[config.mk]
export PLATFORM = sky130hd
export DESIGN_NAME = ball_eject_device_controller
export DESIGN_NICKNAME = d
export VERILOG_FILES = /design/src/design/bedc_pkg.sv /design/src/design/ball_eject_device_controller.sv
export SDC_FILE = /design/constraint.sdc
export NUM_CORES = 1
export LEC_CHECK = 0
export ABC_AREA = 1
export BUFFER_PORTS_ARGS = -buffer_cell sky130_fd_sc_hd__buf_4
export CAP_MARGIN = 20
export CORE_ASPECT_RATIO = 0.6
export CORE_MARGIN = 5
export CORE_UTILIZATION = 60
export DETAILED_ROUTE_END_ITERATION = 10
export HOLD_SLACK_MARGIN = 0.03
export PLACE_DENSITY = 0.87
export REMOVE_ABC_BUFFERS = 1
export SYNTH_ARGS = -nofsm -noshare
export SYNTH_HDL_FRONTEND = slang
export SYNTH_SLANG_ARGS = --single-unit
[constraint.sdc]
create_clock -name clk -period 9.6 [get_ports clk]
set_input_delay 0.48 -clock clk [delete_from_list [all_inputs] [get_ports clk]]
set_output_delay 0.48 -clock clk [all_outputs]
set_load 0.1 [all_outputs]
[src/design/bedc_pkg.sv]
package bedc_pkg;

	localparam int MAX_SWITCHES  = 8;
	localparam int SW_BITS       = 8;
	localparam int CNT_W         = 4;
	localparam int IN_TDATA_W    = 16;
	localparam int OUT_TDATA_W   = 24;
	localparam int OUT_USED_W    = 19;
	localparam int CFG_IDX_W     = 2;
	localparam int CFG_DATA_W    = 4;

	localparam logic [CNT_W-1:0] CNT_MAX = 4'd15;

	typedef enum logic [1:0] {
		OP_RECOUNT = 2'd0,
		OP_KICK    = 2'd1,
		OP_EMPTY   = 2'd2,
		OP_PROBE   = 2'd3
	} op_t;

	typedef enum logic [CFG_IDX_W-1:0] {
		REG_SWITCH_COUNT  = 2'd0,
		REG_BASE_CAPACITY = 2'd1,
		REG_RETRY_LIMIT   = 2'd2,
		REG_TEST_MODE     = 2'd3
	} reg_idx_t;

	typedef enum logic [2:0] {
		ERR_NONE      = 3'd0,
		ERR_IDLE_LOST = 3'd1,
		ERR_KICK_FAIL = 3'd2,
		ERR_TOO_MANY  = 3'd3,
		ERR_COUNT_ROSE = 3'd4
	} err_t;

	// result fields, last member in the lowest bits
	typedef struct packed {
		logic             releasing;
		err_t             error_code;
		logic             recount_wanted;
		logic             pulse_solenoid;
		logic             went_full;
		logic             went_empty;
		logic             kick_succeeded;
		logic             kick_failed;
		logic             ball_entered;
		logic [CNT_W-1:0] pending_kicks;
		logic [CNT_W-1:0] ball_count;
	} result_t;

	// tdata bit positions of the result
	localparam int OB_COUNT_LO   = 0;
	localparam int OB_PEND_LO    = 4;
	localparam int OB_FAILED     = 9;
	localparam int OB_SUCCEEDED  = 10;
	localparam int OB_PULSE      = 13;
	localparam int OB_AGAIN      = 14;
	localparam int OB_ERR_LO     = 15;
	localparam int OB_RELEASING  = 18;

	function automatic logic [CNT_W-1:0] sat_inc(input logic [CNT_W-1:0] a);
		logic [CNT_W:0] s;
		s = {1'b0, a} + {{CNT_W{1'b0}}, 1'b1};
		return s[CNT_W] ? CNT_MAX : s[CNT_W-1:0];
	endfunction

endpackage

[src/design/ball_eject_device_controller.sv]
// channel   | dir | transaction payload
// s_axis    | in  | tdata: op[1:0], switch_bits[9:2], locks_held[10]
// m_axis    | out | tdata: ball_count, pending_kicks, events, pulse, recount, error, releasing
// cfg       | in  | cfg_we / cfg_index / cfg_wdata, one register per cycle
//
// Input transaction to result: input register, then result register.
// One item per cycle sustained while m_axis_tready is high; the state update and result share the single compute step.
// arst_n clears state, registers to reset values and both valid flags.
// A stalled result holds while the next item waits in the input register.
module ball_eject_device_controller (
	input  logic                                   clk,
	input  logic                                   arst_n,
	input  logic                                   s_axis_tvalid,
	output logic                                   s_axis_tready,
	// op[1:0], switch_bits[9:2], locks_held[10], zero fill
	input  logic [bedc_pkg::IN_TDATA_W-1:0]        s_axis_tdata,
	output logic                                   m_axis_tvalid,
	input  logic                                   m_axis_tready,
	// ball_count[3:0], pending_kicks[7:4], ball_entered[8], kick_failed[9],
	// kick_succeeded[10], went_empty[11], went_full[12], pulse_solenoid[13],
	// recount_wanted[14], error_code[17:15], releasing[18], zero fill
	output logic [bedc_pkg::OUT_TDATA_W-1:0]       m_axis_tdata,
	input  logic                                   cfg_we,
	input  logic [bedc_pkg::CFG_IDX_W-1:0]         cfg_index,
	input  logic [bedc_pkg::CFG_DATA_W-1:0]        cfg_wdata
);

	localparam int W = bedc_pkg::CNT_W;

	// config registers
	logic [W-1:0] switch_count_q, base_capacity_q, retry_limit_q;
	logic         test_mode_q;

	// device state
	logic [W-1:0] count_now_q, count_before_q, capacity_q, kicks_q, retries_q;
	logic         release_q;

	// input stage
	logic                          valid_s1;
	bedc_pkg::op_t                 op_s1;
	logic [bedc_pkg::SW_BITS-1:0]  bits_s1;
	logic                          locks_s1;

	// result stage
	logic                valid_s2;
	bedc_pkg::result_t   res_s2;

	logic advance;
	assign advance       = valid_s1 && (!valid_s2 || m_axis_tready);
	assign s_axis_tready = !valid_s1 || advance;

	// popcount of switches in use
	logic [W-1:0] sw_used;
	logic [W-1:0] pop;
	always_comb begin
		sw_used = (switch_count_q > W'(bedc_pkg::MAX_SWITCHES)) ?
			W'(bedc_pkg::MAX_SWITCHES) : switch_count_q;
		pop = '0;
		for (int i = 0; i < bedc_pkg::SW_BITS; i++) begin
			if (W'(i) < sw_used && bits_s1[i])
				pop = pop + W'(1);
		end
	end

	// next state and result
	logic [W-1:0]        cn, cb, ko, re, cap, can;
	logic                rm;
	logic [W:0]          cn_inc;
	bedc_pkg::result_t   res;
	always_comb begin
		cn  = count_now_q;
		cb  = count_before_q;
		ko  = kicks_q;
		re  = retries_q;
		cap = capacity_q;
		rm  = release_q;
		can = count_now_q - kicks_q;
		cn_inc = '0;
		res = '0;
		res.error_code = bedc_pkg::ERR_NONE;
		unique case (op_s1)
			bedc_pkg::OP_RECOUNT: begin
				cb = count_now_q;
				cn = pop;
				cn_inc = {1'b0, cn} + {{W{1'b0}}, 1'b1};
				if (!release_q) begin
					if (cn < cb) begin
						if (!test_mode_q)
							res.error_code = bedc_pkg::ERR_IDLE_LOST;
					end else if (cn > cb) begin
						res.ball_entered = 1'b1;
					end
				end else if (ko != '0) begin
					if (cn == cb) begin
						res.error_code = bedc_pkg::ERR_KICK_FAIL;
						res.kick_failed = 1'b1;
						re = bedc_pkg::sat_inc(re);
						if (re == retry_limit_q) begin
							ko = '0;
							rm = 1'b0;
						end
					end else if (cn < cb) begin
						if (cn_inc == {1'b0, cb}) begin
							res.kick_succeeded = 1'b1;
							ko = ko - W'(1);
							if (ko == '0)
								rm = 1'b0;
						end else begin
							res.error_code = bedc_pkg::ERR_TOO_MANY;
						end
					end else begin
						res.error_code = bedc_pkg::ERR_COUNT_ROSE;
					end
				end
				if (cn != cb) begin
					if (cn == '0) begin
						res.went_empty = 1'b1;
					end else if (cn > cap) begin
						res.went_full = 1'b1;
						ko = bedc_pkg::sat_inc(ko);
						re = '0;
					end
				end
				if (ko != '0 && cn != '0) begin
					res.recount_wanted = 1'b1;
					if (!locks_s1) begin
						rm = 1'b1;
						res.pulse_solenoid = 1'b1;
					end
				end
			end
			bedc_pkg::OP_KICK: begin
				if (count_now_q > kicks_q) begin
					ko = bedc_pkg::sat_inc(kicks_q);
					re = '0;
				end
				res.recount_wanted = 1'b1;
			end
			bedc_pkg::OP_EMPTY: begin
				if (count_now_q > kicks_q) begin
					ko = count_now_q;  // kicks + (count - kicks), never above 15
					re = '0;
					cap = (capacity_q > can) ? capacity_q - can : '0;
				end
				res.recount_wanted = 1'b1;
			end
			bedc_pkg::OP_PROBE: begin
				cn  = pop;
				cb  = pop;
				ko  = '0;
				re  = '0;
				cap = base_capacity_q;
				if (pop > base_capacity_q) begin
					ko = pop - base_capacity_q;
					res.recount_wanted = 1'b1;
				end
			end
			default: ;
		endcase
		res.ball_count    = cn;
		res.pending_kicks = ko;
		res.releasing     = rm;
	end

	always_ff @(posedge clk or negedge arst_n) begin
		if (!arst_n) begin
			switch_count_q  <= 4'd1;
			base_capacity_q <= '0;
			retry_limit_q   <= 4'd5;
			test_mode_q     <= 1'b0;
			count_now_q     <= '0;
			count_before_q  <= '0;
			capacity_q      <= '0;
			kicks_q         <= '0;
			retries_q       <= '0;
			release_q       <= 1'b0;
			valid_s1        <= 1'b0;
			valid_s2        <= 1'b0;
		end else begin
			if (advance) begin
				count_now_q    <= cn;
				count_before_q <= cb;
				capacity_q     <= cap;
				kicks_q        <= ko;
				retries_q      <= re;
				release_q      <= rm;
			end
			if (cfg_we) begin
				unique case (bedc_pkg::reg_idx_t'(cfg_index))
					bedc_pkg::REG_SWITCH_COUNT:  switch_count_q <= cfg_wdata;
					bedc_pkg::REG_BASE_CAPACITY: begin
						base_capacity_q <= cfg_wdata;
						capacity_q      <= cfg_wdata;
					end
					bedc_pkg::REG_RETRY_LIMIT:   retry_limit_q <= cfg_wdata;
					bedc_pkg::REG_TEST_MODE:     test_mode_q <= cfg_wdata[0];
					default: ;
				endcase
			end
			if (s_axis_tready)
				valid_s1 <= s_axis_tvalid;
			if (advance)
				valid_s2 <= 1'b1;
			else if (m_axis_tready)
				valid_s2 <= 1'b0;
		end
	end

	always_ff @(posedge clk) begin
		if (s_axis_tvalid && s_axis_tready) begin
			op_s1    <= bedc_pkg::op_t'(s_axis_tdata[1:0]);
			bits_s1  <= s_axis_tdata[9:2];
			locks_s1 <= s_axis_tdata[10];
		end
		if (advance)
			res_s2 <= res;
	end

	assign m_axis_tvalid = valid_s2;
	assign m_axis_tdata  = {{(bedc_pkg::OUT_TDATA_W - bedc_pkg::OUT_USED_W){1'b0}}, res_s2};

endmodule

After elaboration in Yosys (flattened, before gate mapping)
Index checks and enable logic that the tools add are counted.

Register bits after elaboration: 62. Bits of input ports: 27.

$lt $le $gt $ge: 15. Bitwise logic cells: 5. Add/sub/neg operators: 15. Eq/ne operators: 11. Multiplexer cells: 70. Reduce and logical (&&, ||, !) cells: 36.

Operators by type and width (count): two-way mux 4 bit (38); adder 4 x 1 -> 4 bit, second input constant (7); two-way mux 1 bit (22); adder 4 x 1 -> 5 bit, second input constant (4); > comparator 4 bit (5); less-than comparator 3 x 4 -> 1 bit, first input constant (4); case mux 4 bit (4 select lines) (1); AND reduction 2 bit (7); two-way mux 3 bit (4); case mux 4 bit (3 select lines) (1); nonzero test 4 bit (3); subtractor 4 bit (3); logical AND 1 bit (11); equality test 2 bit, second input constant (4); equality test 4 bit (2); zero test 4 bit (2); less-than comparator 1 x 4 -> 1 bit, first input constant (2); less-than comparator 2 x 4 -> 1 bit, first input constant (2); case mux 4 bit (2 select lines) (1); OR reduction 3 bit (2); equality test 5 x 4 -> 1 bit (1); inverter 1 bit (5); OR reduction 5 bit (1); equality test 2 x 1 -> 1 bit, second input constant (2); 13 further kinds (18).

Logic depth before layout (Yosys ltp)
Gate-level depths: netlist (run 1).

Word-level depth: 37. Gate-level depth with buffers: 46. Mapped depth without buffers: 46.

Worst setup path before layout (run 1)
Ideal clock, no wire load.

Path kind: register to register. From: reg switch_count_q[3]. To: reg res_s2 (netlist bit m_axis_tdata[6]) (data pin). Library setup time: 0.258 ns. Data arrival time: 5.838 ns. Path buffers: 0. Path slack: 3.504 ns. Stages on the path, launching flop included: 39. Path through: dfrtp_1 -> nor2_4 -> inv_4 -> o21ai_0 -> inv_1 -> ha_1 -> nand3_2 -> nand2_4 -> inv_2 -> ha_1 -> or2_2 -> nand2_1 -> nand2_1 -> nand2_1 -> nand2_1 -> nand2_1 -> ha_1 -> nand2_1 -> [3 not listed] -> ha_1 -> or2_2 -> nand2_1 -> inv_1 -> ha_1 -> inv_1 -> nor3_1 -> clkinv_1 -> nor2_1 -> nand2_1 -> nand2_1 -> nand2_1 -> nand2_1 -> nand4_2 -> nor2_2 -> nand2_1 -> nand2_1 -> nand2_1.

Word-level cells in the longest chain between the ends: 34. Elaborated cells between the ends (all ways): 56. Classes of those cells: add/sub: 10; order compare: 12; eq/ne: 3; mux: 22; reduce/logical: 9.

RTL lines: from (decl) (RTL line ball_eject_device_controller.sv:31) `logic [W-1:0] switch_count_q, base_capacity_q, retry_limit_q;`; from (signal assigned) (RTL line ball_eject_device_controller.sv:190) `bedc_pkg::REG_SWITCH_COUNT: switch_count_q <= cfg_wdata;`; > comparator 4 bit (RTL line ball_eject_device_controller.sv:56) `sw_used = (switch_count_q > W'(bedc_pkg::MAX_SWITCHES)) ?`; two-way mux 4 bit (*) (RTL line ball_eject_device_controller.sv:56); less-than comparator 1 x 4 -> 1 bit (RTL line ball_eject_device_controller.sv:60) `if (W'(i) < sw_used && bits_s1[i])`; logical AND 1 bit (RTL line ball_eject_device_controller.sv:60); two-way mux 1 bit (RTL line ball_eject_device_controller.sv:60); adder 4 x 1 -> 4 bit (RTL line ball_eject_device_controller.sv:61) `pop = pop + W'(1);`; two-way mux 4 bit (RTL line ball_eject_device_controller.sv:60); adder 4 x 1 -> 4 bit (RTL line ball_eject_device_controller.sv:61); [19 not listed]; adder 4 x 1 -> 5 bit (RTL line bedc_pkg.sv:63) `s = {1'b0, a} + {{CNT_W{1'b0}}, 1'b1};`; two-way mux 4 bit (RTL line bedc_pkg.sv:64) `return s[CNT_W] ? CNT_MAX : s[CNT_W-1:0];`; two-way mux 4 bit (RTL line ball_eject_device_controller.sv:118) `end else if (cn > cap) begin`; two-way mux 4 bit (RTL line ball_eject_device_controller.sv:116) `if (cn == '0) begin`; two-way mux 4 bit (RTL line ball_eject_device_controller.sv:115) `if (cn != cb) begin`; two-way mux 4 bit (RTL line ball_eject_device_controller.sv:81) `unique case (op_s1)`; case mux 4 bit (4 select lines) (*) (RTL line ball_eject_device_controller.sv:81); net ko[2] (RTL line ball_eject_device_controller.sv:66) `logic [W-1:0] cn, cb, ko, re, cap, can;`; to (signal assigned) (RTL line ball_eject_device_controller.sv:216) `res_s2 <= res;`; to (decl) (RTL line ball_eject_device_controller.sv:46) `bedc_pkg::result_t res_s2;`.

The timed path passes the listed nets; every way through them passes the cells marked *. The select of a mux whose other input is x is not followed. A chain may end at the register's enable or synchronous reset.

Worst setup path after layout (run 1)
From: reg switch_count_q[3]. To: reg kicks_q[3].

Word-level cells in the longest chain between the ends: 34. Elaborated cells between the ends (all ways): 56. Classes of those cells: add/sub: 10; order compare: 12; eq/ne: 3; mux: 22; reduce/logical: 9.

RTL lines: > comparator 4 bit (RTL line ball_eject_device_controller.sv:56); two-way mux 4 bit (*) (RTL line ball_eject_device_controller.sv:56); less-than comparator 1 x 4 -> 1 bit (RTL line ball_eject_device_controller.sv:60); logical AND 1 bit (RTL line ball_eject_device_controller.sv:60); two-way mux 1 bit (RTL line ball_eject_device_controller.sv:60); adder 4 x 1 -> 4 bit (RTL line ball_eject_device_controller.sv:61); two-way mux 4 bit (RTL line ball_eject_device_controller.sv:60); adder 4 x 1 -> 4 bit (RTL line ball_eject_device_controller.sv:61); [19 not listed]; adder 4 x 1 -> 5 bit (RTL line bedc_pkg.sv:63); two-way mux 4 bit (RTL line bedc_pkg.sv:64); two-way mux 4 bit (RTL line ball_eject_device_controller.sv:118); two-way mux 4 bit (RTL line ball_eject_device_controller.sv:116); two-way mux 4 bit (RTL line ball_eject_device_controller.sv:115); two-way mux 4 bit (RTL line ball_eject_device_controller.sv:81); case mux 4 bit (4 select lines) (*) (RTL line ball_eject_device_controller.sv:81); net ko[3] (RTL line ball_eject_device_controller.sv:66); to (signal assigned) (RTL line ball_eject_device_controller.sv:184) `kicks_q <= ko;`; to (decl) (RTL line ball_eject_device_controller.sv:35) `logic [W-1:0] count_now_q, count_before_q, capacity_q, kicks_q, retries_q;`.

Marked as above.

==> results.sh, run 1 <==
export IMPL_layout_commonest_cell="nand2_1"
export IMPL_r2r_slack_ps=1920
export IMPL_critPathRequiredTime_ps=9860
export IMPL_grt_total_usage_pct=25.8
export IMPL_dr_first_iter_drc_count=505
export IMPL_synth_cell_types=53
export IMPL_r2r_cells=39
export IMPL_power_total_mw=1.97
export IMPL_max_cap_viol_count=0
export IMPL_rows=25
export IMPL_startpoint_type="flip-flop"
export IMPL_seqPwrFrac_pct=21.2
export IMPL_worst_setup_path_type="reg -> reg"
export IMPL_swShare_pct=52.9
export IMPL_cts_tree="done"
export IMPL_grt_max_degree=40
export IMPL_drv_slew=0
export IMPL_setup_tns_ps=0
export IMPL_ys_warn_count=0
export IMPL_ir_worst_vdd_mv=0.168
export IMPL_relSlewSlack_pct=55.2
export IMPL_clk_pin_slew_ps=50
export IMPL_synth_edf_count=30
export IMPL_critPathMaxStageDelay_ps=570
export IMPL_htree_levels=3
export IMPL_numCtsBuffers=9
export IMPL_synthToLayoutAreaGrowth_pct=14.0
export IMPL_layout_drive_gt1_share_pct=17.1
export IMPL_power_frac_clock_pct=15.7
export IMPL_syn_inst=630
export IMPL_fin_crit_sh_pct=80.0
export IMPL_crit_path_frequent_cell="nand2_1"
export IMPL_tightest_slew_ps=667
export IMPL_dpl_instance_area_sq_mm=0.00527
export IMPL_ys_seq_elements=62
export IMPL_die_h_microns=79.8
export IMPL_hold_buffers=0
export IMPL_dpl_cell_count=770
export IMPL_num_io_pins=53
export IMPL_drt_first_pass_iters=8
export IMPL_vias=4533
export IMPL_synth_area_per_cell_sq_um=7.74
export IMPL_r2r_end="kicks_q[3]"
export IMPL_antenna_cells=0
export IMPL_timing_rr_start="switch_count_q[3]"
export IMPL_hold_path_class="in -> async"
export IMPL_ant_nets=0
export IMPL_final_cell_mix="156 x nand2_1, 82 x inv_1, 49 x o21ai_0"
export IMPL_endpoint_kind="flip-flop"
export IMPL_synth_async_reset_ratio_pct=51.6
export IMPL_power_internal_uw=927
export IMPL_combPwrFrac_pct=63.2
export IMPL_fill_cells=587
export IMPL_cts_resized_gates=0
export IMPL_stdcell_count=786
export IMPL_wl_microns=12200
export IMPL_status="finished, final reports clean"
export IMPL_synthFlopType="edfxtp_1"
export IMPL_clk_latency_ps=340
export IMPL_cts_root_buf="clkbuf_16"
export IMPL_drc=0
export IMPL_finalHoldViolations=0
export IMPL_dieArea_sq_mm=0.0101
export IMPL_netlist_area_sq_mm=0.00488
export IMPL_powerDensity_mw_per_mm2=354
export IMPL_core_area_sq_mm=0.00788
export IMPL_num_nets_final=742
export IMPL_rsz0062_at_grt="no"
export IMPL_setup_violations=0
export IMPL_antenna_found_initial=0
export IMPL_final_area_sq_mm=0.00556
export IMPL_switchingPower_mw=1.04
export IMPL_post_cts_buffers=0
export IMPL_cts_num_sinks=62
export IMPL_clock_fmax_mhz=130
export IMPL_initial_core_util_pct=61.9
export IMPL_dpl_hpwl_microns=9680
export IMPL_overflow=0
export IMPL_grt_pass1_wl_microns=20500
export IMPL_grt_pass1_vias=4356
export IMPL_avgRoutedWirePerCell_microns=15.6
export IMPL_die_w_microns=126
export IMPL_slowest_stage="nor3_1"
export IMPL_seq_area_frac_synth_pct=35.0
export IMPL_final_util_pct=70.5
export IMPL_vias_per_cell=5.77
export IMPL_leakagePower_nw=2.72
export IMPL_cts_path_max_buffers=2
export IMPL_fin_crit_ps=7680
export IMPL_crit_fanout=9
export IMPL_io_buffers=42
export IMPL_place_gp_congestion=0.945
export IMPL_fin_worst_skew_ps=10.6
export IMPL_worstPathArrival_ps=7940
[how the worst max path moves through the flow]
stage | start | slack, ps | depth (start not counted) | to
after floorplan | switch_count_q[3] | 3490 | 40 | kicks_q[2]
after global placement | switch_count_q[3] | 2610 | 38 | m_axis_tdata[6]
after detailed placement | switch_count_q[3] | 2200 | 39 | kicks_q[3]
after CTS | switch_count_q[3] | 2130 | 39 | kicks_q[3]
after global routing | switch_count_q[3] | 1370 | 39 | kicks_q[3]
final | switch_count_q[3] | 1920 | 39 | kicks_q[3]
[power by group through the flow]
stage | clock, mW | sequential (mW) | combinational [mW]
after floorplan | 0 | 0.553 | 0.790
after global placement | 0 | 0.414 | 1.15
after detailed placement | 0 | 0.418 | 1.21
after CTS | 0.313 | 0.414 | 1.22
after global routing | 0.323 | 0.424 | 1.37
final | 0.308 | 0.417 | 1.24
[cells in the mapped netlist, drive strengths merged (2+ instances only)]
master    n  area, sq um
nand3    57          368
o32ai     3         26.3
o22ai     6         37.5
nor3      3         15.0
nand3b    3         22.5
fa        3         60.1
a211oi    2         15.0
nand4     9         62.6
or2       4         25.0
dfstp     3         78.8
xor2      7         68.8
ha       39          488
clkbuf    8         30.0
dfrtp    29          726
inv      86          325
nand2   179          749
o221ai    2         17.5
clkinv    2         7.51
buf       7         47.6
xnor2     5         43.8
o21ai    58          302
o31ai     2         15.0
edfxtp   30          901
a22oi     4         30.0
nor2     45          204
a31oi     2         12.5
o211ai    3         27.5
a21oi    20          104
[worst max-delay path: cells and delay by family, from the launching register on]
family / cells / cell delay, ps
flip-flops: 1 / 460
XOR/XNOR: 1 / 160
AND/OR/NAND/NOR: 23 / 3790
adder cells (fa/ha/maj): 5 / 1470
buffers and inverters: 6 / 950
AO/OA/AOI/OAI: 4 / 740
[per-stage QoR]
stage	hold slack, ps	worst slack (ps)
3_3_place_gp	439	2610
4_1_cts	86.3	2130
5_1_grt	112	1370
3_5_place_dp	442	2200
6_report	77.9	1920
2_1_floorplan	184	3490
[state kept, by name, summed over array words and instances, names as in the netlist]
signal           count
bits_s1              8
base_capacity_q      4
m_axis_tvalid        1
kicks_q              4
count_now_q          4
op_s1                2
valid_s1             1
test_mode_q          1
locks_s1             1
switch_count_q       4
retry_limit_q        4
capacity_q           4
retries_q            4
m_axis_tdata        19
release_q            1
[routing by layer]
layer,up-vias,global-route usage [%],wire length [microns]
li1,2185,-,-
met1,2048,34.7,5270
met2,262,40.2,5230
met3,38,6.55,1440
met4,0,9.64,302
met5,-,0,0
[area by class of cell]
cell class              instances  area, sq um  area share, %
multi-input cells             469         2780           50.0
flip-flops and latches         62         1710           30.7
inverters                      88          333           5.99
repair buffers                 43          323           5.81
clock buffers                  11          254           4.57
well taps                     108          135           2.43
clock inverters                 5         31.3          0.563
[logic make-up after synthesis]
kind of cell               Yosys count  share of synthesized area [%]
buffers and inverters              103                           8.41
AOI/OAI and AO/OA                  106                           12.7
and+or+nand+nor                    303                           30.1
other                                1                         0.0769
adders and majority gates           42                           11.2
DFF                                 62                           35.0
xor gates and xnor gates            12                           2.31
muxes                                1                          0.205
Note: power is estimated with default switching activity, not from simulation.
==> run 2, diff against run 1 <==
Clock period 9.6 ns to 7.8 ns, I/O delays scaled along.
==> run 2 against run 1 <==
Net effect: routed wire length grew 2.3%; setup slack lost 1400 ps; first-iteration DRC count grew 6.1%; largest cell class unchanged; clock-buffer cell count is the same; critical path depth shrank 3.
==> results.sh, run 2 (synthesis results as in run 1) <==
export IMPL_vias=4628
export IMPL_num_nets_final=743
export IMPL_clk_pin_slew_ps=50
export IMPL_dpl_instance_area_sq_mm=0.00527
export IMPL_numCtsBuffers=9
export IMPL_core_area_sq_mm=0.00788
export IMPL_final_area_sq_mm=0.00558
export IMPL_final_cell_mix="156 x nand2_1, 82 x inv_1, 49 x o21ai_0"
export IMPL_powerDensity_mw_per_mm2=439
export IMPL_synthToLayoutAreaGrowth_pct=14.3
export IMPL_relSlewSlack_pct=60.1
export IMPL_critPathRequiredTime_ps=7860
export IMPL_whs_ps=223
export IMPL_die_w_microns=126
export IMPL_grt_pass1_vias=4326
export IMPL_grt_busiest_layer="met2"
export IMPL_use_met3_pct=6.62
export IMPL_cts_tree="done"
export IMPL_met1_usage_pct=35.2
export IMPL_wl_microns=12500
export IMPL_endpoint_kind="flip-flop"
export IMPL_seq_area_sq_mm=0.00171
export IMPL_worstPathArrival_ps=7380
export IMPL_clock_fmax_mhz=137
export IMPL_dieArea_sq_mm=0.0101
export IMPL_hold_path_class="in -> reg"
export IMPL_io_buffers=42
export IMPL_r2r_cells=36
export IMPL_setup_violations=0
export IMPL_grt_total_usage_pct=25.5
export IMPL_die_h_microns=79.8
export IMPL_post_cts_buffers=0
export IMPL_layout_drive_gt1_share_pct=17.4
export IMPL_vias_per_cell=5.88
export IMPL_antenna_cells=0
export IMPL_drv_slew=0
export IMPL_max_cap_viol_count=0
export IMPL_layout_commonest_cell="nand2_1"
export IMPL_dr_first_iter_drc_count=536
export IMPL_leakagePower_nw=2.73
export IMPL_cts_path_max_buffers=2
export IMPL_largest_reg_flops=19
export IMPL_overflow=0
export IMPL_multi_input_area_sq_mm=0.00278
export IMPL_htree_levels=3
export IMPL_startpoint_type="flip-flop"
export IMPL_slowest_stage="dfrtp_1"
export IMPL_initial_core_util_pct=61.9
export IMPL_critPathMaxStageDelay_ps=450
export IMPL_crit_fanout=9
export IMPL_fill_cells=633
export IMPL_cts_root_buf="clkbuf_16"
export IMPL_antenna_found_initial=0
export IMPL_rsz0062_at_grt="no"
export IMPL_cts_num_sinks=62
export IMPL_rows=25
export IMPL_grt_max_degree=40
export IMPL_fin_worst_skew_ps=9.49
export IMPL_ant_nets=0
export IMPL_fin_crit_sh_pct=93.8
export IMPL_drc=0
export IMPL_worst_setup_path_type="reg -> reg"
export IMPL_dpl_hpwl_microns=9640
export IMPL_clk_latency_ps=340
export IMPL_hold_path_depth=1
export IMPL_ir_worst_vdd_mv=0.218
export IMPL_num_io_pins=53
export IMPL_place_gp_congestion=0.943
export IMPL_globalRouteMet2Util_pct=39.0
export IMPL_avgRoutedWirePerCell_microns=15.9
export IMPL_crit_path_frequent_cell="nand2_1"
export IMPL_drt_first_pass_iters=6
export IMPL_tightest_slew_ps=596
export IMPL_grt_pass1_wl_microns=20400
export IMPL_fin_crit_ps=7320
export IMPL_finalHoldViolations=0
export IMPL_status="finished, final reports clean"
export IMPL_setup_tns_ps=0
## run 2: metal layers
layer | vias up | part of all wire [%]
li1 | 2178 | -
met1 | 2138 | 44
met4 | 0 | 2.2
met3 | 36 | 11
met5 | - | 0
met2 | 276 | 42
## run 2: stage by stage
| step | instances | utilization [%] | setup WS [ps] | power, mW |
|---|---|---|---|---|
| final | 787 | 70.7 | 484 | 2.45 |
| after global placement | 770 | 66.9 | 835 | 1.92 |
| after floorplan | 619 | - | 1690 | 1.65 |
| after CTS | 787 | 70.7 | 383 | 2.39 |
| after global routing | 787 | 70.7 | 25.4 | 2.61 |
| after detailed placement | 770 | 66.9 | 472 | 2.00 |
## run 2: worst max-delay path, delay by kind of cell, from the launching register on
family | cells | cell delay [ps]
buffers and inverters | 7 | 1090
flip-flops | 1 | 450
AND/OR/NAND/NOR | 21 | 3310
AO/OA/AOI/OAI | 2 | 560
XOR/XNOR | 1 | 170
adder cells (fa/ha/maj) | 5 | 1480
## run 2: final cells by class
| cell class | instances | share of cell area [%] |
|---|---|---|
| clock buffers | 11 | 4.55 |
| clock inverters | 5 | 0.583 |
| inverters | 88 | 5.97 |
| multi-input cells | 469 | 49.9 |
| flip-flops and latches | 62 | 30.6 |
| well taps | 108 | 2.42 |
| repair buffers | 44 | 5.97 |
## run 2: what timing repair did
| action | 4_1_cts | 5_1_grt |
|---|---|---|
| resized for setup | 0 | 2 |
| setup endpoints to repair | 0 | 12 |
| endpoints found under the hold margin | 29 | 0 |
| hold buffers | 1 | 0 |
## run 2: report_power, final
part / switching [mW] / leakage (nW) / internal, mW / total, mW
combinational: 1.08 / 1.89 / 0.478 / 1.56
clock: 0.145 / 0.144 / 0.233 / 0.379
sequential: 0.0776 / 0.697 / 0.434 / 0.511
## run 2: final timing paths
kind / start / to / slack, ps
worst max register to register: switch_count_q[3] / m_axis_tdata[14] / 480
worst max-delay path: switch_count_q[3] / m_axis_tdata[14] / 480
worst min register to register: retry_limit_q[2] / retry_limit_q[2] / 510
worst min-delay path: s_axis_tdata[3] / bits_s1[1] / 220
max in group asynchronous: arst_n / retry_limit_q[0] / 6910
min in group asynchronous: arst_n / count_now_q[1] / 550
